## src/rtl/core/sc_bg_pkg.sv

```systemverilog
package sc_bg_pkg;

    // store size and derived widths
    localparam int MAX_SAMPLES = 1024;
    localparam int ADDR_W      = $clog2(MAX_SAMPLES);
    localparam int CNT_W       = $clog2(MAX_SAMPLES + 1);

    // field widths
    localparam int SAMPLE_W    = 32;
    localparam int WORD_W      = SAMPLE_W + 1;
    localparam int K_W         = 12;
    localparam int OUT_CNT_W   = 11;
    localparam int CFG_IDX_W   = 1;

    // arithmetic widths
    localparam int SUM_W       = SAMPLE_W + CNT_W;
    localparam int MAG_W       = SAMPLE_W + 1;
    localparam int SQ_W        = 2 * MAG_W;
    localparam int DIVD_W      = SQ_W + CNT_W;
    localparam int RAD_W       = 64;
    localparam int ROOT_W      = RAD_W / 2;
    localparam int BND_W       = SAMPLE_W + 8 + K_W + 2;

    // configuration register indexes
    localparam logic [CFG_IDX_W-1:0] REG_K_UPPER = 1'b0;
    localparam logic [CFG_IDX_W-1:0] REG_K_LOWER = 1'b1;
    localparam logic [K_W-1:0]       K_RESET     = 12'd512;

    // job handed from the loader to the pass engine
    typedef struct packed {
        logic [CNT_W-1:0] n;
        logic             ovf;
    } job_t;

    // store write request
    typedef struct packed {
        logic              we;
        logic [ADDR_W-1:0] addr;
        logic [WORD_W-1:0] data;
    } ram_wr_t;

    typedef enum logic [3:0] {
        B_IDLE,
        B_SUM,
        B_DIVM,
        B_DIVM_WAIT,
        B_VAR,
        B_DIVV,
        B_DIVV_WAIT,
        B_SQRT,
        B_SQRT_WAIT,
        B_CHECK,
        B_CLIP,
        B_DONE
    } back_state_t;

endpackage

```

## src/rtl/core/sc_bg_jobq.sv

```systemverilog
module sc_bg_jobq (
    input  logic               clk,
    input  logic               rst_n,
    input  logic               push,
    input  sc_bg_pkg::job_t    push_job,
    input  logic               pop,
    output logic               not_empty,
    output sc_bg_pkg::job_t    head
);

    sc_bg_pkg::job_t slot_reg [2];
    logic            wp_reg;
    logic            rp_reg;
    logic [1:0]      fill_reg;

    // two-entry queue of closed sets
    always_ff @(posedge clk or negedge rst_n)
    begin
        if (!rst_n)
        begin
            wp_reg   <= 1'b0;
            rp_reg   <= 1'b0;
            fill_reg <= '0;
        end
        else
        begin
            if (push)
            begin
                wp_reg <= ~wp_reg;
            end
            if (pop)
            begin
                rp_reg <= ~rp_reg;
            end
            fill_reg <= fill_reg + 2'(push) - 2'(pop);
        end
    end

    always_ff @(posedge clk)
    begin
        if (push)
        begin
            slot_reg[wp_reg] <= push_job;
        end
    end

    assign not_empty = fill_reg != 2'd0;
    assign head      = slot_reg[rp_reg];

endmodule

```

## config.mk

```make
export PLATFORM = sky130hd
export DESIGN_NAME = sc_bg_jobq
export DESIGN_NICKNAME = d
export VERILOG_FILES = /design/src/rtl/core/sc_bg_pkg.sv /design/src/rtl/core/sc_bg_jobq.sv
export SDC_FILE = /design/constraint.sdc
export NUM_CORES = 1
export LEC_CHECK = 0
export ABC_AREA = 1
export BUFFER_PORTS_ARGS = -buffer_cell sky130_fd_sc_hd__buf_2
export CAP_MARGIN = 15
export CELL_PAD_IN_SITES_DETAIL_PLACEMENT = 0
export CELL_PAD_IN_SITES_GLOBAL_PLACEMENT = 1
export CORE_MARGIN = 2
export CORE_UTILIZATION = 45
export CTS_BUF_LIST = sky130_fd_sc_hd__clkbuf_8
export CTS_CLUSTER_SIZE = 28
export DETAILED_ROUTE_END_ITERATION = 8
export PLACE_DENSITY_LB_ADDON = 0.1
export RECOVER_POWER = 100
export SKIP_CTS_REPAIR_TIMING = 1
export SYNTH_ARGS = -nofsm -noshare
export SYNTH_HDL_FRONTEND = slang
export SYNTH_SLANG_ARGS = --single-unit
export TNS_END_PERCENT = 100
```

## constraint.sdc

```tcl
create_clock -name clk -period 4.1 [get_ports clk]
set_clock_uncertainty 0.1 [all_clocks]
set_input_delay 0.615 -clock clk [delete_from_list [all_inputs] [get_ports clk]]
set_output_delay 0.615 -clock clk [all_outputs]
set_load 0.02 [all_outputs]
```

==> results of run 1 <==
==> layer usage <==
metal | up-vias | wire, µm | track usage [%]
li1 | 339 | - | -
met1 | 271 | 659 | 13.30
met2 | 16 | 681 | 19.75
met3 | 2 | 84 | 3.107
met4 | 0 | 14 | 7.692
met5 | - | 0 | 0
==> cell families after synthesis <==
family	Yosys count
buffers and inverters	21
AOI/OAI and AO/OA	12
xor gates and xnor gates	2
adders and majority gates	2
and+or+nand+nor	21
DFF	28
==> cell usage in the layout (no fill, tap or decap), types with 2 or more instances in the layout <==
cell type                  instances
sky130_fd_sc_hd__dfrtp_1           4
sky130_fd_sc_hd__clkbuf_8          3
sky130_fd_sc_hd__clkbuf_1         17
sky130_fd_sc_hd__ha_1              2
sky130_fd_sc_hd__nand2_1          19
sky130_fd_sc_hd__edfxtp_1         24
sky130_fd_sc_hd__xor2_1            2
sky130_fd_sc_hd__o21ai_0          11
sky130_fd_sc_hd__inv_1            20
sky130_fd_sc_hd__buf_2            11
==> power groups by stage <==
stage | sequential, mW | clock, mW | combinational [mW]
after floorplan | 0.412 | 0 | 0.228
after global placement | 0.438 | 0 | 0.277
after detailed placement | 0.440 | 0 | 0.281
after CTS | 0.435 | 0.145 | 0.281
after global routing | 0.445 | 0.161 | 0.297
final | 0.433 | 0.140 | 0.260
==> stage by stage <==
step / setup slack (ns) / std cells / power, mW / hold WS [ns] / utilization, %
after CTS: 1.854 / 144 / 0.8607 / 0.04123 / 57.60
final: 1.847 / 144 / 0.8329 / 0.07334 / 56.66
after global placement: 2.106 / 140 / 0.7152 / 0.3258 / 55.60
after global routing: 1.607 / 144 / 0.9032 / 0.08697 / 56.66
after detailed placement: 2.051 / 140 / 0.7206 / 0.3277 / 55.60
after floorplan: 2.311 / 86 / 0.6407 / 0.2194 / -
==> cell type report <==
cell class / count / area (µm²) / share of cell area [%]
Sequential cell: 28 / 820.8 / 64.25
Multi-Input combinational cell: 37 / 186.4 / 14.59
Timing Repair Buffer: 28 / 118.9 / 9.305
Inverter: 19 / 71.32 / 5.583
Clock buffer: 3 / 41.29 / 3.232
Tap cell: 28 / 35.03 / 2.742
Clock inverter: 1 / 3.754 / 0.2938
==> worst min path at each step <==
stage          start           to  slack [ns]  cells past startpoint
2_1_floorplan  rst_n  fill_reg[0]        0.22                      0
3_3_place_gp   rst_n       rp_reg        0.33                      1
3_5_place_dp   rst_n       rp_reg        0.33                      1
4_1_cts        rst_n  fill_reg[1]        0.04                      1
5_1_grt        rst_n       rp_reg        0.09                      1
6_report       rst_n  fill_reg[1]        0.07                      1
==> results summary, run 1 <==
After detailed placement, the total cell area comes to between 0.001 and 0.0015 mm². The net count after synthesis is 104. The sequential area share after synthesis is between 70% and 80%. The clock edge transition at the registers on the reported setup and hold paths is 0.08 ns. The flow ran to the end, and the final reports show no timing, DRC or antenna violations. Dividing the detail-routed via count by the number of cells gives ~4.4. The maximum clock insertion buffer count came out at 2.

After detailed routing, the number of remaining DRC violations is 0. The xor-xnor portion of the synthesized cell area came out at approximately 1.6%. The clock insertion delay at the later pin of the skew report came out at between 0.2 and 0.3 ns.

VDD sags by at most 0.0003322 V. In this run the tool buffered the top-level ports with 28 buffer cells. The warning count from the yosys run came out at 0. The placed wire-length estimate after detailed placement came out at approximately 1000 µm.

The mux cell area share after synthesis came out at 0%. The global placement routability congestion came out at between 0.5 and 0.6. The internal power is about 0.53 mW.

The worst-margin pin slew came out at 0.9955 ns. The number of hold violations in the final report came to 0. The mean post-synth cell area is around 13 µm². The worst setup path is captured at a primary output. Relative to the synthesized area, the layout overhead comes to 16.02%. The number of levels the H-tree was split into is 1. The net switching component of the power came out at 0.3077 mW. Summed over all failing endpoints, the final setup total negative slack is 0 ns. The setup slack on the worst flop-to-flop path came out at about 2.4 ns.

The switching part of the total came out at a little under two fifths. The most instantiated library cell after synthesis is sky130_fd_sc_hd__edfxtp_1. After synthesis, the cell types taking the most area are sky130_fd_sc_hd__edfxtp_1, sky130_fd_sc_hd__dfrtp_1, sky130_fd_sc_hd__inv_1. After Yosys synthesis, and, or, nand and nor cells account for 7.273% of the synthesized area.

Among all flip-flop cells after synthesis, the most frequent one is sky130_fd_sc_hd__edfxtp_1. The critical path in this run is classified as reg -> out. After synthesis, the largest family of logic cells by area is buffers and inverters. Tracing the worst setup path back leads to its startpoint at rp_reg. The repair_antennas step left the layout with diodes totalling 0. The fraction of registers with async set/reset is around 14%. Max-cap violations in this run came to 0. The number of cells on the critical path came out at 3. Counting both buffers and inverters, the worst setup path holds a total of 1. The maximum single-stage delay on the critical path came out at just over 0.8 ns. The path class of the tightest hold or removal check is in -> async. The die is approximately 53 µm wide.

Global routing finished with a remaining overflow of 0. The fraction of the mapped netlist area in compound gates is approximately 5.8%. The combinational share of power came out at 31.2%. In this run the critical register-to-register path is launched from wp_reg. The final cycle utilization of the critical path is 54.96%.

The CTS buffer count came out at 3. The number of nets in the finished design came out at roughly 140. The remaining antenna violation count after routing came out at 0. The required arrival time at the worst endpoint came out at 3.38 ns.

The vertical extent of the die came out at 53.47 µm. The number of flip-flops in the largest register is 24. The count of flip-flops with a built-in enable after synthesis came out at 24. The via count of the first global-routing pass is roughly 570. The depth of the most critical reg-to-reg path is 1. Among all stages on the critical path, the largest delay is contributed by sky130_fd_sc_hd__dfrtp_1.

The number of storage elements in the synthesis netlist is 28. The number of detailed-route iterations in the first pass is 3. The fraction of layout cells with a size suffix above 1 came out at 12.93%. The initial antenna violation count is 0.

The synthesized area came out at 0.001101 mm². Traced cell by cell, the critical path runs through nand2_1 -> o21ai_2 -> clkbuf_1. Once the floorplan was initialized, standard cells occupied between 40 and 50% of the core.

The largest driver fanout on the critical path is 25. STA classifies the critical path startpoint as a flop. Of the total synthesized cell area, the portion taken by full adders, half adders and majority gates is under 10%. The largest net degree at the start of global routing is 26. Summed over all layers, the routed wires come to 1.439 mm. The count of different cell masters after synthesis came out at 11.

The cell family contributing the most delay on the critical path is flip-flops. The total routing usage reported by global routing came out at a little under an eighth. The core region is 0.002255 mm².

The layout filler cell count is ~210. The worst relative slew slack came out at between 30 and 40%. The sequential power share is between 50 and 60%. The count of boundary I/O pins came out at 29.

The die area came out at approximately 0.0029 mm². The fmax came out at between 0.4 and 0.5 GHz. The sink count of the clock tree came out at 28. The endpoint identified for the worst register-to-register timing path is slot_reg[0][0]. The number of instances in the synthesized netlist came out at between 80 and 90. The final design area excluding fillers is 0.001277 mm². The routed layout has 628 vias.

The row count came out at 17. The routed wirelength normalized by instance count is 9.993 µm. The share of the synthesized area in the top cell type came out at 65.45%.

Setup repair after global routing left no endpoint under its margin. In this run, the number of DRC markers left after iteration 0 of detailed routing was 6. Data on the critical path arrives at its endpoint at ~1.5 ns. The first global-routing pass estimated 2.270 mm of wire. The CTS tree is done.

Sorting the synthesized cells by how often they occur yields sky130_fd_sc_hd__edfxtp_1, sky130_fd_sc_hd__inv_1, sky130_fd_sc_hd__nand2_1, sky130_fd_sc_hd__o21ai_0, sky130_fd_sc_hd__dfrtp_1. The tree is rooted in a sky130_fd_sc_hd__clkbuf_8. The destination of the critical timing path is head[9]. Of all cell types, the one taking the most synthesized area is sky130_fd_sc_hd__edfxtp_1. The number of pins exceeding their max-slew limit in the final report came to 0. The clock network is responsible for ~17% of the overall power. The power per standard cell area is 652.0 mW/mm². The static leakage came out at approximately 0.55 nW. Setup violations remaining at the end of the flow were counted as 0. The post-route minimum period is between 2 and 2.5 ns.
No activity file was read; power rests on OpenSTA's default activity.
==> run 2: changes to the inputs <==
Settings changed: CORE_UTILIZATION 45 to 38.
Clock period 4.1 ns to 1.83 ns, I/O delays scaled along.
==> run 2 against run 1 <==
Combinational power rose to 2.7 times the previous value. Clock power rose to 3.3 times the previous value. Sequential power up 110%. Global-route usage shrank 0.46 points. Die area up 17%. Critical path depth is the same. Count of clock-buffer cells in the layout did not move. Routed wire length is 17% higher. Worst hold slack improved by 0.017 ns. Non-clock buffer count is 4 higher. Sequential cell count unchanged. Critical endpoint is now head[6]. Largest power group unchanged.
==> results summary, run 2 (synthesis gave the netlist of run 1 again) <==
The required arrival time at the worst endpoint came out at 1.46 ns (-1.92 ns). The count of boundary I/O pins is 29 (unchanged). The die area came out at 0.003344 mm² (+17%). The power per standard cell area came out at 1549 mW/mm² (+140%). Timing would allow up to between 0.6 and 0.7 GHz. The count of inserted antenna diode cells came to 0 (unchanged). The wire length after detailed routing came out at 1.680 mm (+17%).

The vertical extent of the die came out at 57.83 µm (+8.2%). The signal on the critical path passes through buf_4 -> o21ai_0 -> clkbuf_1. The maximum clock insertion buffer count is 2 (unchanged). The largest driver fanout on the critical path is 13 (-48%). The worst endpoint data arrival time came out at 1.28 ns (-0.26 ns). The via count of the first global-routing pass came out at 663 (+17%). The largest net degree at the start of global routing is 17 (-35%). The max-capacitance violation count came to 0 (unchanged). The number of flip-flops in the largest register came out at 24 (unchanged). The worst-margin pin slew came to 0.7645 ns (-0.2310 ns). The residual DRC count is 0 (unchanged).

The depth of the most critical reg-to-reg path came to 2 (+1). The top cell types in the final layout, fill and taps aside, are sky130_fd_sc_hd__edfxtp_1, sky130_fd_sc_hd__inv_1, sky130_fd_sc_hd__nand2_1. Setup repair after global routing left no endpoint under its margin. The number of nets in the finished design is 139 (+3.0%).

The power consumption is 2.080 mW (+150%). The fraction of layout cells with a size suffix above 1 came to 20.83% (+7.9 points). The clock edge transition at the registers on the reported setup and hold paths is 0.09 ns (about the same).

The row count is 19 (+2). The path with the worst hold slack has its endpoint at slot_reg[0][3]. The via count is 669 (+6.5%).

The initial antenna violation count is 0 (unchanged). The static leakage is 0.5956 nW (+7.9%). The number of violations reported at the end of detailed-routing iteration 0 came to 14 (+8). In this run the worst setup path begins at rp_reg. The final cycle utilization of the critical path came out at between 90% and 100%. The placed wire-length estimate after detailed placement is 1.208 mm (+21%). The type of the tightest min-delay check is in -> reg. The worst register-to-register path ends at slot_reg[0][2]. The layout filler cell count is 263 (+24%). The worst relative slew slack is 49.03% (+16 points). The initial standard-cell utilization of the core came out at 39.93% (-8.9 points). The routed wirelength normalized by instance count came to 11.13 µm (+11%). The global-route wire length before repair is 2.815 mm (+24%). The worst path in the final design needs a cycle of around 1.7 ns, including I/O delays and setup. TritonCTS built the clock tree. The number of detailed-route iterations in the first pass is 4 (+1). The number of pins exceeding their max-slew limit in the final report came out at 0 (unchanged). The start of the worst register-to-register path is wp_reg. The critical path in this run is classified as reg -> out.

The total routing usage reported by global routing came out at 11.42% (-0.46 points). The run finished with clean final reports. The sink count of the clock tree is 28 (unchanged). The global placement routability congestion was 0.6575 (+12%). Clock tree synthesis selected as its root buffer the cell sky130_fd_sc_hd__clkbuf_8.

The worst setup path is captured at a primary output. The residual overflow from global routing is 0 (unchanged). The die span in x is 57.83 µm (+8.2%). The sort of element at the start of the critical path is a flop.

The setup slack on the worst flop-to-flop path came out at 0.26 ns (-2.18 ns). The number of endpoints failing setup at the final stage came out at 0 (unchanged). The number of hold violations in the final report came out at 0 (unchanged). The highest ir drop seen on vdd is 0.0007798 V (+130%). The worst min-delay path startpoint is push_job[3]. The remaining antenna violation count after routing came out at 0 (unchanged).

The CTS buffer count is 3 (unchanged). The area growth from synthesis to layout is 21.93%. The number of stages on the worst hold path came out at 1.

The clock insertion delay at the later pin of the skew report came out at 0.26 ns (about the same). The final total negative setup slack is 0 ns (unchanged). The placeable core area came out at 0.002758 mm² (+22%). The number of vias per cell after detailed routing is 4.430 (+1.6%).

The count of buffers inserted at the top-level ports came out at 28 (unchanged). The number of levels the H-tree was split into came to 1 (unchanged). Among all stages on the critical path, the largest delay is contributed by sky130_fd_sc_hd__dfrtp_1. The library cell used most frequently in the layout, excluding fill and tap cells, is sky130_fd_sc_hd__edfxtp_1. The maximum single-stage delay on the critical path is 0.38 ns (-0.43 ns).
==> run 2: cell types whose count changed in the layout (fill, tap and decap cells not counted), sizes merged <==
| cell | change |
|---|---|
| dlygate4sd3 | +1 |
| bufinv | +1 |
| buf | +7 |
| clkbuf | -4 |
| inv | -1 |
==> run 2: routing by layer <==
layer	part of all wire, %	track usage, %	up-vias
met5	0	0	-
met4	1.4	3.987	0
met3	7.3	3.571	4
met2	50	19.16	19
met1	41	13.95	301
li1	-	-	345
==> run 2: cell type report <==
| cell class | count | area (µm²) | share of cell area [%] |
|---|---|---|---|
| clock buffers | 3 | 41.29 | 3.075 |
| multi-input cells | 37 | 186.4 | 13.89 |
| repair buffers | 32 | 153.9 | 11.46 |
| flip-flops and latches | 28 | 820.8 | 61.14 |
| clock inverters | 1 | 30.03 | 2.237 |
| inverters | 19 | 71.32 | 5.312 |
| well taps | 31 | 38.79 | 2.889 |
==> run 2: report_power, final <==
part	switching, mW	internal [mW]	leakage, nW
Sequential	0.0452	0.861	0.272
Clock	0.176	0.292	0.0357
Combinational	0.498	0.208	0.288
==> run 2: metrics by stage <==
stage	instance area, µm²	worst slack [ns]	hold slack [ns]	util (%)	cells
global route	1343	0.08986	0.08085	48.68	151
finish	1343	0.1797	0.09046	48.68	151
detailed placement	1280	0.5166	-0.01265	46.42	146
floorplan	1101	0.3818	-0.1211	-	86
CTS	1351	0.2176	-0.3087	49.00	150
global placement	1280	0.5186	-0.01155	46.42	146
==> run 2: how the worst max path moves through the flow <==
stage	depth (start not counted)	to	slack [ns]
floorplan	2	head[10]	0.38
global placement	3	slot_reg[1][0]	0.52
detailed placement	3	slot_reg[1][4]	0.52
CTS	3	head[10]	0.22
global route	3	head[0]	0.09
finish	3	head[6]	0.18
==> run 2: worst max-delay path, delay by kind of cell (launching register included) <==
family | cells | cell delay, ns
buf+inv | 2 | 0.43
flops | 1 | 0.38
compound gates | 1 | 0.20
