$ cat src/rtl/core/sc_bg_pkg.sv
package sc_bg_pkg;

    // store size and derived widths
    localparam int MAX_SAMPLES = 1024;
    localparam int ADDR_W      = $clog2(MAX_SAMPLES);
    localparam int CNT_W       = $clog2(MAX_SAMPLES + 1);

    // field widths
    localparam int SAMPLE_W    = 32;
    localparam int WORD_W      = SAMPLE_W + 1;
    localparam int K_W         = 12;
    localparam int OUT_CNT_W   = 11;
    localparam int CFG_IDX_W   = 1;

    // arithmetic widths
    localparam int SUM_W       = SAMPLE_W + CNT_W;
    localparam int MAG_W       = SAMPLE_W + 1;
    localparam int SQ_W        = 2 * MAG_W;
    localparam int DIVD_W      = SQ_W + CNT_W;
    localparam int RAD_W       = 64;
    localparam int ROOT_W      = RAD_W / 2;
    localparam int BND_W       = SAMPLE_W + 8 + K_W + 2;

    // configuration register indexes
    localparam logic [CFG_IDX_W-1:0] REG_K_UPPER = 1'b0;
    localparam logic [CFG_IDX_W-1:0] REG_K_LOWER = 1'b1;
    localparam logic [K_W-1:0]       K_RESET     = 12'd512;

    // job handed from the loader to the pass engine
    typedef struct packed {
        logic [CNT_W-1:0] n;
        logic             ovf;
    } job_t;

    // store write request
    typedef struct packed {
        logic              we;
        logic [ADDR_W-1:0] addr;
        logic [WORD_W-1:0] data;
    } ram_wr_t;

    typedef enum logic [3:0] {
        B_IDLE,
        B_SUM,
        B_DIVM,
        B_DIVM_WAIT,
        B_VAR,
        B_DIVV,
        B_DIVV_WAIT,
        B_SQRT,
        B_SQRT_WAIT,
        B_CHECK,
        B_CLIP,
        B_DONE
    } back_state_t;

endpackage

$ cat src/rtl/core/sc_bg_front.sv
module sc_bg_front (
    input  logic                              clk,
    input  logic                              rst_n,
    input  logic                              accept,
    input  logic [sc_bg_pkg::SAMPLE_W-1:0]    sample,
    input  logic                              last,
    output sc_bg_pkg::ram_wr_t                wr,
    output logic                              push,
    output sc_bg_pkg::job_t                   job
);

    localparam int CW = sc_bg_pkg::CNT_W;

    logic [CW-1:0] lc_reg;
    logic [CW-1:0] lc_next;
    logic          ovf_reg;
    logic          ovf_next;
    logic          room;

    // store the sample while there is room, otherwise flag the drop
    always_comb
    begin
        room     = lc_reg < CW'(sc_bg_pkg::MAX_SAMPLES);
        lc_next  = lc_reg;
        ovf_next = ovf_reg;
        if (accept)
        begin
            if (room)
            begin
                lc_next = lc_reg + CW'(1);
            end
            else
            begin
                ovf_next = 1'b1;
            end
        end
    end

    always_comb
    begin
        wr.we    = accept && room;
        wr.addr  = lc_reg[sc_bg_pkg::ADDR_W-1:0];
        wr.data  = {1'b1, sample};
        push     = accept && last;
        job.n    = lc_next;
        job.ovf  = ovf_next;
    end

    // set closes on a last request
    always_ff @(posedge clk or negedge rst_n)
    begin
        if (!rst_n)
        begin
            lc_reg  <= '0;
            ovf_reg <= 1'b0;
        end
        else if (push)
        begin
            lc_reg  <= '0;
            ovf_reg <= 1'b0;
        end
        else
        begin
            lc_reg  <= lc_next;
            ovf_reg <= ovf_next;
        end
    end

endmodule

$ cat config.mk
export PLATFORM = sky130hd
export DESIGN_NAME = sc_bg_front
export DESIGN_NICKNAME = d
export VERILOG_FILES = /design/src/rtl/core/sc_bg_pkg.sv /design/src/rtl/core/sc_bg_front.sv
export SDC_FILE = /design/constraint.sdc
export NUM_CORES = 1
export LEC_CHECK = 0
export BUFFER_PORTS_ARGS = -buffer_cell sky130_fd_sc_hd__clkbuf_2
export CAP_MARGIN = 20
export CORE_ASPECT_RATIO = 0.9
export CORE_UTILIZATION = 33
export CTS_CLUSTER_SIZE = 25
export DETAILED_ROUTE_END_ITERATION = 8
export PLACE_DENSITY = 0.77
export SYNTH_ARGS = -nofsm -noshare
export SYNTH_HDL_FRONTEND = slang
export SYNTH_SLANG_ARGS = --single-unit
export TNS_END_PERCENT = 30
$ cat constraint.sdc
create_clock -name clk -period 1.31 [get_ports clk]
set_input_delay 0.131 -clock clk [delete_from_list [all_inputs] [get_ports clk]]
set_output_delay 0.131 -clock clk [all_outputs]
set_load 0.02 [all_outputs]
==> results of run 1 <==
## cells in the mapped netlist (3+ instances only)
cell / count
and2_1: 5
o31ai_1: 4
or4_1: 3
inv_1: 5
nand2_1: 10
a21oi_1: 6
buf_4: 44
xnor2_1: 3
o21ai_0: 3
dfrtp_1: 12
or3_1: 3
nand3_1: 3
## power by group
group / switching [W] / total, W / internal [W]
Combinational: 0.000320 / 0.000603 / 0.000283
Clock: 0.000135 / 0.000304 / 0.000169
Sequential: 0.0000354 / 0.000444 / 0.000409
## through the flow
stage               instances  total power [W]   util  instance area [µm²]
floorplan                 114         0.000896      -                 1020
global placement          157         0.000909  0.369                 1020
detailed placement        157         0.000930  0.369                 1020
CTS                       163          0.00130  0.428                 1180
global route              165          0.00142  0.446                 1240
finish                    165          0.00135  0.446                 1240
## cell type report
type	count	share of cell area
multi-input combinational	53	0.355
inverter	5	0.0172
sequential	12	0.244
timing repair buffer	51	0.314
clock buffer	4	0.0294
tap	40	0.0405
## path summary, 6_finish.rpt
kind | start | endpoint | slack, ns | cells past startpoint
worst max-delay path | lc_reg[1] | job[7] | -0.62 | 5
worst min-delay path | sample[2] | wr[2] | 0.26 | 0
worst max register to register | lc_reg[1] | lc_reg[6] | -0.28 | 5
worst min register to register | lc_reg[9] | lc_reg[9] | 0.56 | 2
max in group asynchronous | rst_n | lc_reg[6] | 0.75 | 2
min in group asynchronous | rst_n | lc_reg[8] | 0.30 | 2
## cell families after synthesis
logic type / share of synthesized area
buffers and inverters: 0.357
and+or+nand+nor: 0.186
AOI/OAI and AO/OA: 0.0845
other: 0.00384
adders and majority gates: 0.0128
xor gates and xnor gates: 0.0269
muxes: 0.0218
DFF: 0.307
## what timing repair did
action | in CTS | in global routing
pin swaps | 4 | 0
hold endpoints to repair | 12 | 0
gates resized for setup | 24 | 13
cloned | 0 | 0
buffers inserted | 1 | 2
endpoints found under the setup margin | 19 | 21
hold buffers | 1 | 0
## per-layer routing
layer	vias up	global-route usage
met2	42	0.294
met1	366	0.141
met3	23	0.0505
li1	362	-
met5	-	0
met4	0	0.0794
==> results.json, run 1 <==
{
  "groute.usage.overall": 0.152,
  "leakagePower_nw": 0.635,
  "cap_violations": 0,
  "vias": 793,
  "top_layer_used": "met4",
  "ys_seq_area_frac": 0.307,
  "ant_nets": 0,
  "crit_slowest_cell": "or3_4",
  "drive_gt1_frac": 0.584,
  "netlist_top_cells_area": "buf_4 34%, dfrtp_1 31%, nand2_1 3.8%",
  "fp-row-count": 18,
  "critPathKind": "reg -> out",
  "preCtsSetupSlack_ns": -0.273,
  "clk_pin_slew_ns": 0.08,
  "ios": 93,
  "core_um2": 2770,
  "port_buffers": 27,
  "netlist_instances": 114,
  "clk_path_buf_depth": 2,
  "hold_viol": 0,
  "synth_edf_count": 0,
  "path_max_fanout": 5,
  "status": "finished, violations left",
  "drc_errors": 0,
  "critPathCaptureType": "output pin",
  "overflow": 0,
  "violations": "setup timing",
  "vdd_ir_drop_max_uv": 544,
  "final_nets": 163,
  "place_hpwl_mm": 1.82,
  "m1WireLength_um": 790,
  "syn_to_final_growth_pct": 26.5,
  "ys_ff_latch": 12,
  "critPathBufInv": 1,
  "met2_length_mm": 1.36,
  "grt_max_degree": 13,
  "dieArea_um2": 3180,
  "antenna_cells": 0,
  "setup_tns_ns": -5.90,
  "finalWeightedCongestion": 0.799,
  "syn_avg_cell_area_um2": 8.57,
  "min_path_type": "in -> out",
  "worst_slack_ns": -0.621,
  "clock-sinks": 12,
  "firstDrtPassIters": 4,
  "fin_skew_ns": 0.00169,
  "cts_tree": "yes",
  "max_freq_mhz": 518,
  "synth_top_area_cell": "buf_4",
  "dieWidth_um": 59.4,
  "seq_area_um2": 302,
  "final_cell_mix": "25 x buf_4, 17 x clkbuf_2, 11 x dfrtp_1, 7 x nand2_1",
  "grt_pass1_vias": 758,
  "wl_met3_um": 212,
  "syn-num-nets": 151,
  "critPathMaxStageDelay_ns": 0.43,
  "vias_per_cell": 4.81,
  "crit_chain": "ha_2, nand4b_1, or3_4, xnor2_4, buf_8",
  "setup_viol": 19,
  "layout_commonest_cell": "buf_4",
  "largest_reg_flops": 11,
  "num-fill-cells": 267,
  "syn_area_um2": 977,
  "yosysWarnings": 0,
  "async_flop_share": 1.00,
  "yosysTopAreaCellShare": 0.338,
  "grt_pass1_wl_mm": 3.48,
  "antenna_found_initial": 0,
  "drt_iter0_markers": 38,
  "cp-start-kind": "flop",
  "routed_wl_mm": 2.49,
  "crit_required_ns": 1.18,
  "path_delay_family": "simple AND/OR/NAND/NOR gates",
  "root_buffer": "clkbuf_4",
  "cts_made_buffers": 3,
  "fin_crit_ns": 1.93,
  "die_h_um": 53.6,
  "report.final.slew_viol_count": 0,
  "synth_ff_type": "dfrtp_1",
  "hold_ws_ns": 0.262,
  "rsz0062_at_grt": "true",
  "htree_levels": 1,
  "cp_data_arrival_time_ns": 1.80,
  "fin_crit_sh": 1.47,
  "clock_latency_ns": 0.27,
  "synth_cell_type_count": 22,
  "p_per_area_nw_per_um2": 1090,
  "start_util": 0.353,
  "multi_input_area_um2": 439,
  "routedWlPerCell_um": 15.1
}
Power figures use the tool's default switching activity.
==> run 2: changes to the inputs <==
- MAX_ROUTING_LAYER: unset -> met4
==> results.json, run 2 (synthesized netlist as in run 1, its figures left out) <==
{
  "groute.usage.overall": 0.156,
  "clk_path_buf_depth": 2,
  "fin_skew_ns": 0.00169,
  "dpl-instance-area_um2": 1020,
  "crit_required_ns": 1.18,
  "htree_levels": 1,
  "antenna_found_initial": 0,
  "rsz0062_at_grt": "true",
  "overflow": 0,
  "grt_max_degree": 13,
  "path_max_fanout": 5,
  "vias": 793,
  "hold_viol": 0,
  "fin_crit_ns": 1.93,
  "p_per_area_nw_per_um2": 1090,
  "port_buffers": 27,
  "hold_ws_ns": 0.262,
  "core_um2": 2770,
  "vdd_ir_drop_max_uv": 546,
  "grt_pass1_wl_mm": 3.48,
  "status": "finished, violations left",
  "syn_to_final_growth_pct": 26.5,
  "clock-sinks": 12,
  "clock_latency_ns": 0.27,
  "setup_viol": 19,
  "clk_pin_slew_ns": 0.08,
  "fp-row-count": 18,
  "max_freq_mhz": 518,
  "fin_crit_sh": 1.47,
  "die_h_um": 53.6,
  "stdcell_area_um2": 1240,
  "drive_gt1_frac": 0.584,
  "largest_reg_flops": 11,
  "critPathKind": "reg -> out",
  "vias_per_cell": 4.81,
  "ios": 93,
  "start_util": 0.353,
  "cap_violations": 0,
  "violations": "setup timing",
  "cts_tree": "yes",
  "antenna_cells": 0,
  "min_path_type": "in -> out",
  "routedWlPerCell_um": 15.1,
  "critPathCaptureType": "output pin",
  "dieWidth_um": 59.4,
  "drt_iter0_markers": 38,
  "routed_wl_mm": 2.49,
  "cp-start-kind": "flop",
  "finalWeightedCongestion": 0.811,
  "drc_errors": 0,
  "final_nets": 163,
  "worst_slack_ns": -0.621,
  "place_hpwl_mm": 1.82,
  "dieArea_um2": 3180,
  "final_cell_mix": "25 x buf_4, 17 x clkbuf_2, 11 x dfrtp_1, 7 x nand2_1",
  "layout_commonest_cell": "buf_4",
  "cts_made_buffers": 3,
  "cp_data_arrival_time_ns": 1.80,
  "firstDrtPassIters": 4,
  "report.final.slew_viol_count": 0,
  "leakagePower_nw": 0.635,
  "ant_nets": 0,
  "grt_pass1_vias": 758,
  "root_buffer": "clkbuf_4",
  "num-fill-cells": 267
}
-- run 2: cell counts in the layout (fill, tap and decap cells not counted) --
Identical to the previous run, type by type.
-- run 2: per-stage QoR --
stage | util | setup WS, ns | setup TNS [ns] | std cells | power (W)
2_1_floorplan | - | -0.175 | -1.02 | 114 | 0.000896
3_3_place_gp | 0.369 | -0.245 | -1.60 | 157 | 0.000909
3_5_place_dp | 0.369 | -0.273 | -2.21 | 157 | 0.000930
4_1_cts | 0.428 | -0.580 | -5.50 | 163 | 0.00130
5_1_grt | 0.446 | -0.727 | -7.56 | 165 | 0.00141
6_report | 0.446 | -0.621 | -5.90 | 165 | 0.00135
-- run 2: final cells by class --
type | count | area [µm²] | area share
Inverter | 5 | 21.3 | 0.0172
Clock buffer | 4 | 36.3 | 0.0294
Timing Repair Buffer | 51 | 388 | 0.314
Multi-Input combinational cell | 53 | 439 | 0.355
Sequential cell | 12 | 302 | 0.244
Tap cell | 40 | 50.0 | 0.0405
-- run 2: what timing repair did --
action | CTS | global route
setup endpoints to repair | 19 | 21
hold endpoints to repair | 12 | 0
resized for setup | 24 | 13
buffers inserted | 1 | 2
pin swaps | 4 | 0
hold buffers | 1 | 0
-- run 2: worst max-delay path, cell delays in order (launching register included) --
cell      delay, ns
dfrtp_1        0.38
ha_2           0.20
nand4b_1       0.21
or3_4          0.43
xnor2_4        0.18
buf_8          0.12
-- run 2: power by group --
part | switching (W) | internal, W
sequential | 0.0000354 | 0.000409
combinational | 0.000320 | 0.000283
clock | 0.000135 | 0.000169
-- run 2: path summary, 6_finish.rpt --
check / from / to / slack [ns] / cells after the start
setup / recovery: lc_reg[1] / job[7] / -0.62 / 5
hold / removal: sample[2] / wr[2] / 0.26 / 0
setup reg to reg: lc_reg[1] / lc_reg[6] / -0.28 / 5
hold reg to reg: lc_reg[9] / lc_reg[9] / 0.56 / 2
max in group asynchronous: rst_n / lc_reg[6] / 0.75 / 2
min in group asynchronous: rst_n / lc_reg[8] / 0.30 / 2
-- run 2: metal layers --
metal / vias to the layer above / GRT usage / wire length (µm)
li1: 362 / - / -
met1: 366 / 0.145 / 814
met2: 42 / 0.294 / 1360
met3: 23 / 0.0433 / 187
met4: 0 / 0.0794 / 127
met5: - / - / 0
==> run 3: changes to the inputs <==
- CORE_UTILIZATION: 33 -> 39
- PLACE_DENSITY: 0.77 -> 0.85
- clock period: 1.31 -> 2.3 ns (I/O delays scaled with it)
==> results.json, run 3 (synthesized netlist as in run 1, its figures left out) <==
{
  "root_buffer": "clkbuf_4",
  "critPathCaptureType": "output pin",
  "largest_reg_flops": 11,
  "rsz0062_at_grt": "false",
  "syn_to_final_growth_pct": -13.2,
  "drt_iter0_markers": 24,
  "clk_pin_slew_ns": 0.07,
  "start_util": 0.432,
  "cts_made_buffers": 3,
  "clock_latency_ns": 0.27,
  "gr-usage-met3": 0.0648,
  "final_cell_mix": "27 x clkbuf_2, 12 x dfrtp_1, 10 x nand2_1, 6 x a21oi_1",
  "cp-start-kind": "flop",
  "routed_wl_mm": 1.81,
  "hold_viol": 0,
  "ant_nets": 0,
  "drive_gt1_frac": 0.307,
  "report.final.slew_viol_count": 0,
  "vias": 679,
  "rr_startpoint": "lc_reg[0]",
  "place_hpwl_mm": 1.42,
  "critPathKind": "reg -> out",
  "htree_levels": 1,
  "antenna_cells": 0,
  "firstDrtPassIters": 4,
  "fin_crit_sh": 0.898,
  "grt_pass1_vias": 616,
  "dieWidth_um": 54.8,
  "grt_pass1_wl_mm": 2.82,
  "hold_ws_ns": 0.373,
  "fin_crit_ns": 2.06,
  "groute.usage.overall": 0.146,
  "critical_path.reg2reg.endpoint": "lc_reg[8]",
  "post_cts_buffers": 0,
  "r2r_setup_slack_ns": 0.77,
  "core_um2": 2260,
  "min_path_type": "in -> async",
  "path_max_fanout": 5,
  "use_met1": 0.175,
  "crit_required_ns": 2.07,
  "die_h_um": 49.5,
  "setup_tns_ns": 0,
  "layout_commonest_cell": "clkbuf_2",
  "setup_viol": 0,
  "clk_path_buf_depth": 2,
  "leakagePower_nw": 0.463,
  "fin_skew_ns": 0.00544,
  "vdd_ir_drop_max_uv": 411,
  "max_freq_mhz": 484,
  "grt_max_degree": 13,
  "vias_per_cell": 5.30,
  "final_nets": 140,
  "routedWlPerCell_um": 14.1,
  "finalWeightedCongestion": 0.803,
  "antenna_found_initial": 0,
  "use_met2": 0.201,
  "fp-row-count": 16,
  "port_buffers": 27,
  "p_per_area_nw_per_um2": 699,
  "cap_violations": 0,
  "dieArea_um2": 2710,
  "top_usage_layer": "met2",
  "cts_tree": "yes",
  "ios": 93,
  "drc_errors": 0,
  "cp_data_arrival_time_ns": 1.83,
  "worstRegToRegCells": 4,
  "clock-sinks": 12,
  "status": "finished clean",
  "overflow": 0
}
## run 3: cell count changes in the layout (fill, tap and decap cells not counted), sizes merged
| cell | before | now |
|---|---|---|
| buf | 29 | 0 |
| clkbuf | 25 | 30 |
## run 3: cell type report
type,count,area (µm²)
fillers,243,1410
multi-input cells,53,328
flip-flops and latches,12,300
repair buffers,28,145
well taps,27,33.8
clock buffers,3,22.5
inverters,5,18.8
## run 3: per-stage QoR
step | total power [W] | utilization | cell area [µm²] | setup WS, ns | std cells
2_1_floorplan | 0.000510 | - | 977 | 0.575 | 114
3_3_place_gp | 0.000471 | 0.361 | 816 | 0.588 | 124
3_5_place_dp | 0.000474 | 0.361 | 816 | 0.513 | 124
4_1_cts | 0.000604 | 0.375 | 848 | 0.215 | 128
5_1_grt | 0.000636 | 0.375 | 848 | 0.0742 | 128
6_report | 0.000593 | 0.375 | 848 | 0.235 | 128
## run 3: layer usage
metal / vias to the layer above / share of wire
met5: - / 0
met4: 0 / 0.034
met3: 18 / 0.12
met2: 43 / 0.44
met1: 307 / 0.40
li1: 311 / -
## run 3: how the worst max path moves through the flow
stage,startpoint,slack (ns),end,depth (start not counted)
4_1_cts,lc_reg[0],0.21,job[7],5
3_3_place_gp,lc_reg[0],0.59,job[7],5
6_report,lc_reg[0],0.24,job[7],5
3_5_place_dp,lc_reg[0],0.51,job[7],5
2_1_floorplan,lc_reg[0],0.58,job[7],4
5_1_grt,lc_reg[0],0.07,job[7],5
## run 3: repair_timing
action                                  CTS  global route
hold buffers                              1             0
resized for setup                         0             0
endpoints found under the hold margin    12             0
endpoints found under the setup margin    0             0
## run 3: power breakdown
group | internal, W | leakage (nW) | switching, W | total (W)
logic | 0.0000747 | 0.285 | 0.000131 | 0.000205
clock network | 0.0000605 | 0.0138 | 0.0000649 | 0.000125
registers | 0.000233 | 0.164 | 0.0000292 | 0.000262
total | 0.000368 | 0.463 | 0.000225 | 0.000593
## run 3: worst max-delay path: stages (launching register included)
cell and delay [ns]:
dfrtp_1 0.42, ha_1 0.22, nand4b_1 0.20, or3_1 0.41, xnor2_1 0.15, clkbuf_2 0.18
