**config.mk**
```make
export PLATFORM = sky130hd
export DESIGN_NAME = sc_bg_ram
export DESIGN_NICKNAME = d
export VERILOG_FILES = /design/src/rtl/core/sc_bg_ram.sv
export SDC_FILE = /design/constraint.sdc
export NUM_CORES = 1
export LEC_CHECK = 0
export BUFFER_PORTS_ARGS = -buffer_cell sky130_fd_sc_hd__buf_4
export CELL_PAD_IN_SITES_DETAIL_PLACEMENT = 0
export CELL_PAD_IN_SITES_GLOBAL_PLACEMENT = 2
export CORE_MARGIN = 3
export CORE_UTILIZATION = 40
export DETAILED_ROUTE_END_ITERATION = 8
export PLACE_DENSITY = 0.77
export SLEW_MARGIN = 15
export SYNTH_ARGS = -nofsm -noshare
export SYNTH_HDL_FRONTEND = slang
export SYNTH_SLANG_ARGS = --single-unit
export TNS_END_PERCENT = 10
```
**constraint.sdc**
```tcl
create_clock -name clk -period 2.3 [get_ports clk]
set_input_delay 0 -clock clk [delete_from_list [all_inputs] [get_ports clk]]
set_output_delay 0 -clock clk [all_outputs]
set_load 0.005 [all_outputs]
```
**src/rtl/core/sc_bg_ram.sv**
```systemverilog
module sc_bg_ram #(
    parameter int WIDTH = 8,
    parameter int DEPTH = 16
) (
    input  logic                     clk,
    input  logic                     we,
    input  logic [$clog2(DEPTH)-1:0] waddr,
    input  logic [WIDTH-1:0]         wdata,
    input  logic [$clog2(DEPTH)-1:0] raddr,
    output logic [WIDTH-1:0]         rdata
);

    logic [WIDTH-1:0] mem [DEPTH];

    // one write port, registered read port
    always_ff @(posedge clk)
    begin
        if (we)
        begin
            mem[waddr] <= wdata;
        end
        rdata <= mem[raddr];
    end

endmodule

```
==> reports/qor.yml, run 1 <==
status: "complete, no violations"
core_area_sq_um: 12300
critPathTopFamily: "multiplexers"
cts_tree: "built"
yosysWarnings: 0
hold_viol: 0
multiInputGateArea_sq_um: 1060
gr-usage-met3: 0.0427
p_per_area_nw_per_um2: 914
grt.met2_usage: 0.225
fin_crit_ns: 1.42
detailed_place_hpwl_um: 6250
overflow: 0
top_usage_layer: "met2"
synth_xor_area_frac: 0
num_rows: 40
grt_start_max_net_pins: 33
peakVddDrop_v: 0.000542
syn-num-nets: 247
cpMaxStageDelayCell: "mux4_1"
power_leakage_nw: 2.11
power_mw: 5.70
first_iter_violations: 258
synth_top_family_by_area: "multiplexers"
insertion_delay_ns: 0.41
finalSetupTns_ns: 0
min_period_over_period: 0.616
clockBufferDepth: 2
fp.dieH_um: 119
grt_pass1_wl_um: 15200
syn_avg_cell_area_sq_um: 22.5
first_global_vias: 2506
start_util: 0.418
relSlewSlack: 0.437
gp_congestion: 0.766
place_area_sq_um: 5570
fp.dieW_um: 119
routedWlPerCell_um: 21.1
synth_compound_area_frac: 0.0233
ys_types: 19
drt_wl_total_um: 9880
antennaDiodeCount: 0
hp-class: "input port to flop"
syn_area_sq_um: 5150
cts.clk_slew.worst_paths_ns: 0.06
cts_num_sinks: 136
fin_skew_ns: 0.00824
cpPeakStageDelay_ns: 0.50
stdcell_count: 467
synth.area.mux_share: 0.150
grt.total_usage: 0.150
drtPass1Iterations: 6
fmax_mhz: 706
cts_buffers: 17
grtUsageMet1: 0.212
required_ns: 2.59
htree_levels: 4
post-synth-top-area-fraction: 0.747
placed_cells: 427
synth-seq-area-share: 0.778
antenna_found_initial: 0
worstSetupStartpointType: "flop"
synth_fa_ha_area_frac: 0
regArea_sq_um: 4000
yosys.area.top_type: "edfxtp_1"
cts_root_buffer: "clkbuf_16"
path_cells: "mux4_1 > a22oi_1 > nand2_1"
design_area_sq_um: 6240
num_vias: 2433
portBuffers: 25
vias_per_cell: 5.21
yosys.area_share.simple: 0.0318
cp_num_buf_inv: 0
drc_errors: 0
yosys_register_bits: 136
die-area_sq_um: 14300
cts_resized: 0
syn_inst: 229
drv_slew: 0
crit_fanout: 1
synthTopCellsByArea: "edfxtp_1 75%, mux4_2 7.9%, mux4_1 7.1%, dfxtp_1 3.1%, a22oi_1 2.3%"
fill_cells: 1008
grt_setup_unrepaired: "false"
setup_viol: 0
antenna_left: 0
worstSetupEndpointType: "flop"
area_delta_synth_final_pct: 21.2
tightest_slew_ns: 0.841
cp.arrival_ns: 1.70
final_layout_size_suffix_gt1_frac: 0.291
pin_count: 26
maxCapViolations: 0
setup.worst_path.class: "flop to flop"
fin_nets: 304
## through the flow
| step | util | setup WS, ns | hold slack (ns) |
|---|---|---|---|
| floorplan | - | 0.807 | 0.0989 |
| global placement | 0.453 | 0.561 | 0.307 |
| detailed placement | 0.453 | 0.571 | 0.318 |
| CTS | 0.507 | 0.893 | 0.107 |
| global route | 0.507 | 0.785 | 0.130 |
| finish | 0.507 | 0.883 | 0.121 |
## where the power goes
group,internal (mW),switching (mW)
clock network,1.69,0.954
registers,2.77,0.0162
logic,0.130,0.143
total,4.59,1.11
## repair_timing
item	CTS	global route
hold endpoints to repair	128	0
buffers inserted	0	0
hold buffers	8	0
## per-layer routing
layer / wire (um) / part of all wire
met1: 4190 / 0.42
met2: 4820 / 0.49
met3: 718 / 0.073
met4: 141 / 0.014
met5: 0 / 0
## worst min-delay path, cell delays in order
cell and delay, ns:
buf_4 0.12, nor3_1 0.05, buf_4 0.18
## layout by cell type (no fill, tap or decap), types with 4 or more instances in the layout
| master | n |
|---|---|
| a22oi_1 | 16 |
| buf_4 | 40 |
| clkbuf_16 | 17 |
| dfxtp_1 | 8 |
| dlygate4sd3_1 | 8 |
| edfxtp_1 | 128 |
| mux4_1 | 14 |
| mux4_2 | 18 |
| nand2_1 | 9 |
| nor2_1 | 13 |
| nor3_1 | 4 |
## synthesized netlist by cell type
master and count:
nand3_1 1, dfxtp_1 8, mux4_2 18, nand2b_1 2, nand2_1 9, mux4_1 14
nor2b_1 1, edfxtp_1 128, clkdlybuf4s25_2 3, or3b_2 1, nor2_1 13, nand3b_1 2
buf_2 3, and2_1 1, nor3_1 4, and2b_1 1, a22oi_1 16, buf_4 1
buf_6 3
## path summary, 6_finish.rpt
check        cells after the start  slack [ns]  startpoint   endpoint
max                              3        0.88   mem[1][3]   rdata[3]
min                              3        0.12    waddr[0]  mem[0][5]
max reg2reg                      3        0.88   mem[1][3]   rdata[3]
min reg2reg                      3        0.67   mem[8][1]   rdata[1]
## sequential cells by signal (all words and copies together), names as in the netlist
| register | count |
|---|---|
| rdata | 8 |
| mem | 128 |
## layout make-up
type | instances | share of cell area
Clock buffer | 18 | 0.0688
Clock inverter | 14 | 0.0253
Multi-Input combinational cell | 83 | 0.169
Sequential cell | 136 | 0.642
Tap cell | 168 | 0.0337
Timing Repair Buffer | 48 | 0.0610
## cell families (layout without fill, tap and decap cells)
family	count (synthesis)	in the layout
AOI/OAI and AO/OA	16	16
and+or+nand+nor	35	35
DFF	136	136
muxes	32	32
buffers and inverters	10	80
(Power assumes the default switching activity.)
==> inputs of run 2 (changes only) <==
--- a/config.mk
+++ b/config.mk
@@ -11,7 +11,7 @@
 export CORE_MARGIN = 3
 export CORE_UTILIZATION = 40
 export DETAILED_ROUTE_END_ITERATION = 8
-export PLACE_DENSITY = 0.77
+export PLACE_DENSITY = 0.8
 export SLEW_MARGIN = 15
 export SYNTH_ARGS = -nofsm -noshare
 export SYNTH_HDL_FRONTEND = slang
==> constraint.sdc (replaced) <==
create_clock -name clk -period 1.16 [get_ports clk]
set_input_delay 0 -clock clk [delete_from_list [all_inputs] [get_ports clk]]
set_output_delay 0 -clock clk [all_outputs]
set_load 0.005 [all_outputs]
==> run 2 against run 1 <==
Effect of this change: the flow now finishes with violations (negative setup slack); largest power group is now clock; critical endpoint is now rdata[4]; die area did not move; largest cell class unchanged; clock power increased by 110%; critical path type unchanged; maximum frequency grew 11%; cell count is 3.4% higher; count of clock-buffer cells in the layout shrank 1.
==> reports/qor.yml, run 2 (synthesis results as in run 1) <==
detailed_place_hpwl_um: 6630  # was 6250 um
hold_viol: 0  # unchanged
fp.dieW_um: 119  # unchanged
endpoint: "rdata[4]"  # was rdata[3]
timing.rr.start: "mem[11][4]"  # was mem[1][3]
p_sw_mw: 2.34  # was 1.11 mW
pin_count: 26  # unchanged
regArea_sq_um: 4000  # unchanged
cts_root_buffer: "clkbuf_16"  # unchanged
cts.clk_slew.worst_paths_ns: 0.06  # about the same
antenna_left: 0  # unchanged
layout_commonest_cell: "edfxtp_1"  # unchanged
first_iter_violations: 268  # was 258
fin_skew_ns: 0.00479  # was 0.00824 ns
top_layer: "met4"  # unchanged
fill_cells: 985  # was 1,008
cts_post_setup_buffers_inserted: 0  # unchanged
fp.dieH_um: 119  # unchanged
setup_viol: 8  # was 0
fmax_mhz: 784  # was 706 MHz
setup.worst_path.class: "flop to flop"  # unchanged
largestRegisters: "mem (128), rdata (8)"  # unchanged
p_comb_frac: 0.054  # was 0.048
vias_per_cell: 5.19  # was 5.21
worstSetupEndpointType: "flop"  # unchanged
r2r_end: "rdata[4]"  # was rdata[3]
tightest_slew_ns: 0.871  # was 0.841 ns
layout_setup_ws_ns: -0.116  # was 0.883 ns
dr_wl_met3_um: 483  # was 718 um
peakVddDrop_v: 0.00155  # was 0.000542 V
routedWlPerCell_um: 20.6  # was 21.1 um
drv_slew: 0  # unchanged
drtPass1Iterations: 4  # was 6
finalSetupTns_ns: -0.664  # was 0 ns
cts_tree: "built"  # unchanged
grt.total_usage: 0.149  # was 0.150
num_rows: 40  # unchanged
pwr-share-seq: 0.470  # was 0.489
placed_cells: 443  # was 427
min_period_over_period: 1.10  # was 0.616
met2_length_um: 4690  # was 4820 um
core_area_sq_um: 12300  # unchanged
start_util: 0.418  # unchanged
largest_reg_flops: 128  # unchanged
power_leakage_nw: 2.19  # was 2.11 nW
antenna_found_initial: 0  # unchanged
multiInputGateArea_sq_um: 1070  # was 1060 sq um
required_ns: 1.45  # was 2.59 ns
grt_pass1_wl_um: 15300  # was 15,200 um
cts_buffers: 17  # unchanged
status: "complete, but fails checks"  # was complete, no violations
clock_power_share: 0.476  # was 0.463
mostFrequentLayoutCells: "128 x edfxtp_1, 51 x buf_4, 30 x mux4_2, 17 x clkbuf_16, 13 x nor2_1"  # was 128 x edfxtp_1, 40 x buf_4, 18 x mux4_2, 17 x clkbuf_16, 16 x a22oi_1
htree_levels: 4  # unchanged
relSlewSlack: 0.418  # was 0.437
internal-power_mw: 9.42  # was 4.59 mW
area_delta_synth_final_pct: 25.7  # was 21.2%
num_vias: 2509  # was 2,433
critPathLaunch: "mem[11][4]"  # was mem[1][3]
gp_congestion: 0.736  # was 0.766
die-area_sq_um: 14300  # unchanged
crit_fanout: 1  # unchanged
reg2reg_depth: 3  # unchanged
antennaDiodeCount: 0  # unchanged
regMostFlops: "mem"  # unchanged
p_sw_frac: 0.199  # was 0.195
fin_crit_ns: 1.28  # was 1.42 ns
violations: "negative setup slack"
drc_errors: 0  # unchanged
insertion_delay_ns: 0.41  # about the same
first_global_vias: 2536  # was 2,506
hp-class: "input port to flop"  # unchanged
overflow: 0  # unchanged
final_layout_size_suffix_gt1_frac: 0.410  # was 0.291
grt_setup_unrepaired: "true"  # was false
worstSetupStartpointType: "flop"  # unchanged
maxCapViolations: 0  # unchanged
portBuffers: 25  # unchanged
grt_start_max_net_pins: 17  # was 33
clockBufferDepth: 2  # unchanged
cts_num_sinks: 136  # unchanged
drt_wl_total_um: 9960  # was 9880 um
wl_met1_um: 4640  # was 4190 um
p_per_area_nw_per_um2: 1820  # was 914 nW/um^2
r2r_setup_slack_ns: -0.12  # was 0.88 ns
stdcell_count: 483  # was 467
cp.arrival_ns: 1.57  # was 1.70 ns
fin_nets: 320  # was 304
## run 2: metal layers
metal	vias up	track usage
li1	1112	-
met1	1300	0.220
met2	82	0.213
met3	15	0.0380
met4	0	0.0623
met5	-	0
## run 2: repair_timing
action	in CTS	in global routing
hold endpoints to repair	128	0
pin swaps	11	0
resized for setup	21	1
setup endpoints to repair	8	8
hold buffers	8	0
## run 2: worst min-delay path by stage
stage | from | depth (start not counted) | endpoint
CTS | waddr[0] | 3 | mem[0][0]
floorplan | wdata[0] | 0 | mem[0][0]
detailed placement | wdata[2] | 1 | mem[4][2]
global placement | wdata[6] | 1 | mem[6][6]
global route | waddr[1] | 3 | mem[0][6]
finish | waddr[0] | 3 | mem[0][6]
## run 2: layout make-up
| type | instances | area share |
|---|---|---|
| Tap cell | 168 | 0.0325 |
| Clock inverter | 15 | 0.0311 |
| Multi-Input combinational cell | 83 | 0.165 |
| Clock buffer | 17 | 0.0657 |
| Timing Repair Buffer | 64 | 0.0870 |
| Sequential cell | 136 | 0.619 |
## run 2: worst max-delay path, stage by stage (launching register included)
cell	delay, ns
edfxtp_1	0.36
mux4_2	0.49
a22oi_2	0.23
nand2_1	0.08
## run 2: power groups by stage
stage	registers (mW)	logic [mW]	clock network, mW
after floorplan	5.62	0.279	0
after global placement	5.62	0.576	0
after detailed placement	5.63	0.594	0
after CTS	5.53	0.648	5.68
after global routing	5.54	0.691	5.92
final	5.53	0.638	5.60
## run 2: through the flow
stage          instance area (sq um)  setup WS (ns)  utilization  total power [mW]  hold slack, ns
2_1_floorplan                   5150         -0.106            -              5.90          0.0989
3_3_place_gp                    5760         -0.289        0.468              6.20           0.308
3_5_place_dp                    5760         -0.291        0.468              6.22           0.328
4_1_cts                         6470         -0.120        0.525              11.9          0.0941
5_1_grt                         6470         -0.163        0.526              12.1           0.108
6_report                        6470         -0.116        0.526              11.8           0.109
==> inputs of run 3 (changes only) <==
--- a/config.mk
+++ b/config.mk
@@ -11,7 +11,7 @@
 export CORE_MARGIN = 3
 export CORE_UTILIZATION = 40
 export DETAILED_ROUTE_END_ITERATION = 8
-export PLACE_DENSITY = 0.8
+export PLACE_DENSITY = 0.76
 export SLEW_MARGIN = 15
 export SYNTH_ARGS = -nofsm -noshare
 export SYNTH_HDL_FRONTEND = slang
==> run 3 against run 2 <==
Effect of this change: the flow still finishes with violations (negative setup slack); critical path depth did not move; sequential share of layout area rose by 0.45 points; first-iteration DRC count fell by 41%; maximum frequency rose by 1.2%; total power fell by 7.2%; setup slack improved by 0.016 ns; global-route usage fell by 0.19 points; sequential cell count did not move; sequential power barely moved; wire length fell by 2.2%; largest cell class unchanged.
==> reports/qor.yml, run 3 (synthesis results as in run 1) <==
mostFrequentLayoutCells: "128 x edfxtp_1, 54 x buf_4, 31 x mux4_2, 17 x clkbuf_16, 13 x nor2_1"  # was 128 x edfxtp_1, 51 x buf_4, 30 x mux4_2, 17 x clkbuf_16, 13 x nor2_1
status: "complete, but fails checks"  # unchanged
first_global_vias: 2571  # was 2,536
start_util: 0.418  # unchanged
critPathTopFamily: "multiplexers"  # unchanged
required_ns: 1.45  # about the same
violations: "negative setup slack"  # unchanged
cp_num_buf_inv: 0  # unchanged
cts.clk_slew.worst_paths_ns: 0.06  # about the same
final_layout_size_suffix_gt1_frac: 0.412  # was 0.410
layout_setup_ws_ns: -0.100  # was -0.116 ns
overflow: 0  # unchanged
grt_setup_unrepaired: "true"  # unchanged
setup_viol: 8  # unchanged
routedWlPerCell_um: 20.1  # was 20.6 um
drt_wl_total_um: 9750  # was 9960 um
fmax_mhz: 794  # was 784 MHz
hp-class: "input port to flop"  # unchanged
grt_pass1_wl_um: 15000  # was 15,300 um
largest_reg_flops: 128  # unchanged
num_vias: 2455  # was 2,509
grt.total_usage: 0.147  # was 0.149
worstSetupStartpointType: "flop"  # unchanged
hold_viol: 0  # unchanged
cts_num_sinks: 136  # unchanged
relSlewSlack: 0.466  # was 0.418
fin_crit_ns: 1.26  # was 1.28 ns
path_cells: "mux4_2 > a22oi_2 > nand2_1"  # unchanged
placed_cells: 447  # was 443
cts_tree: "built"  # unchanged
antenna_left: 0  # unchanged
dp_slack_ns: -0.228  # was -0.291 ns
grt_start_max_net_pins: 17  # unchanged
antennaDiodeCount: 0  # unchanged
cp.arrival_ns: 1.55  # was 1.57 ns
cts_root_buffer: "clkbuf_16"  # unchanged
drc_errors: 0  # unchanged
cts_buffers: 17  # unchanged
worstSetupEndpointType: "flop"  # unchanged
largestRegisters: "mem (128), rdata (8)"  # unchanged
area_delta_synth_final_pct: 24.8  # was 25.7%
die-area_sq_um: 14300  # unchanged
clockBufferDepth: 2  # unchanged
fp.dieH_um: 119  # unchanged
core_area_sq_um: 12300  # unchanged
gp_congestion: 0.779  # was 0.736
insertion_delay_ns: 0.41  # about the same
cts_post_setup_buffers_inserted: 0  # unchanged
p_per_area_nw_per_um2: 1700  # was 1820 nW/um^2
fin_skew_ns: 0.00816  # was 0.00479 ns
crit_fanout: 1  # unchanged
drv_slew: 0  # unchanged
regMostFlops: "mem"  # unchanged
setup.worst_path.class: "flop to flop"  # unchanged
maxCapViolations: 0  # unchanged
fp.dieW_um: 119  # unchanged
drtPass1Iterations: 4  # unchanged
fill_cells: 986  # was 985
fin_nets: 324  # was 320
pin_count: 26  # unchanged
htree_levels: 4  # unchanged
vias_per_cell: 5.05  # was 5.19
layout_commonest_cell: "edfxtp_1"  # unchanged
cpPeakStageDelay_ns: 0.50  # was 0.49 ns
detailed_place_hpwl_um: 6650  # was 6630 um
antenna_found_initial: 0  # unchanged
first_iter_violations: 159  # was 268
power_leakage_nw: 2.15  # was 2.19 nW
num_rows: 40  # unchanged
min_period_over_period: 1.09  # was 1.10
portBuffers: 25  # unchanged
peakVddDrop_v: 0.00114  # was 0.00155 V
cpMaxStageDelayCell: "mux4_2"  # unchanged
tightest_slew_ns: 0.799  # was 0.871 ns
stdcell_count: 486  # was 483
## run 3: worst paths after layout
path              slack (ns)        from        end  depth (start not counted)
hold / removal          0.09    waddr[0]  mem[0][2]                          3
setup / recovery       -0.10   mem[3][2]   rdata[2]                          3
setup reg to reg       -0.10   mem[3][2]   rdata[2]                          3
hold reg to reg         0.66  mem[15][6]   rdata[6]                          3
## run 3: power by group
part | switching (mW) | internal (mW) | total, mW
sequential | 0.0324 | 5.50 | 5.53
clock | 1.85 | 2.89 | 4.74
combinational | 0.314 | 0.331 | 0.645
## run 3: layout make-up
| type | instances | area, sq um | area share |
|---|---|---|---|
| Clock buffer | 17 | 425 | 0.0662 |
| Clock inverter | 14 | 111 | 0.0173 |
| Multi-Input combinational cell | 83 | 1070 | 0.166 |
| Sequential cell | 136 | 4000 | 0.623 |
| Tap cell | 168 | 210 | 0.0327 |
| Timing Repair Buffer | 68 | 606 | 0.0943 |
## run 3: routing by layer
metal,share of wire,vias up,track usage
met4,0.0073,0,0.0752
li1,-,1117,-
met3,0.044,4,0.0347
met1,0.46,1259,0.199
met5,0,-,0
met2,0.49,75,0.225
## run 3: worst reg2reg max path, cell delays in order (launching register included)
cell and delay, ns:
edfxtp_1 0.36, mux4_2 0.50, a22oi_2 0.20, nand2_1 0.09
## run 3: what timing repair did
action | CTS | global route
endpoints found under the hold margin | 128 | 0
pin swaps | 10 | 2
hold buffers | 8 | 0
resized for setup | 19 | 5
endpoints found under the setup margin | 8 | 8
## run 3: per-stage QoR
step	setup TNS [ns]	hold slack (ns)	power [mW]	util	instance area [sq um]
6_report	-0.607	0.0941	10.9	0.522	6420
5_1_grt	-0.992	0.0930	11.3	0.522	6420
4_1_cts	-0.681	0.0749	11.0	0.521	6420
3_5_place_dp	-5.86	0.324	6.23	0.471	5800
3_3_place_gp	-4.99	0.304	6.20	0.471	5800
2_1_floorplan	-3.84	0.0989	5.90	-	5150
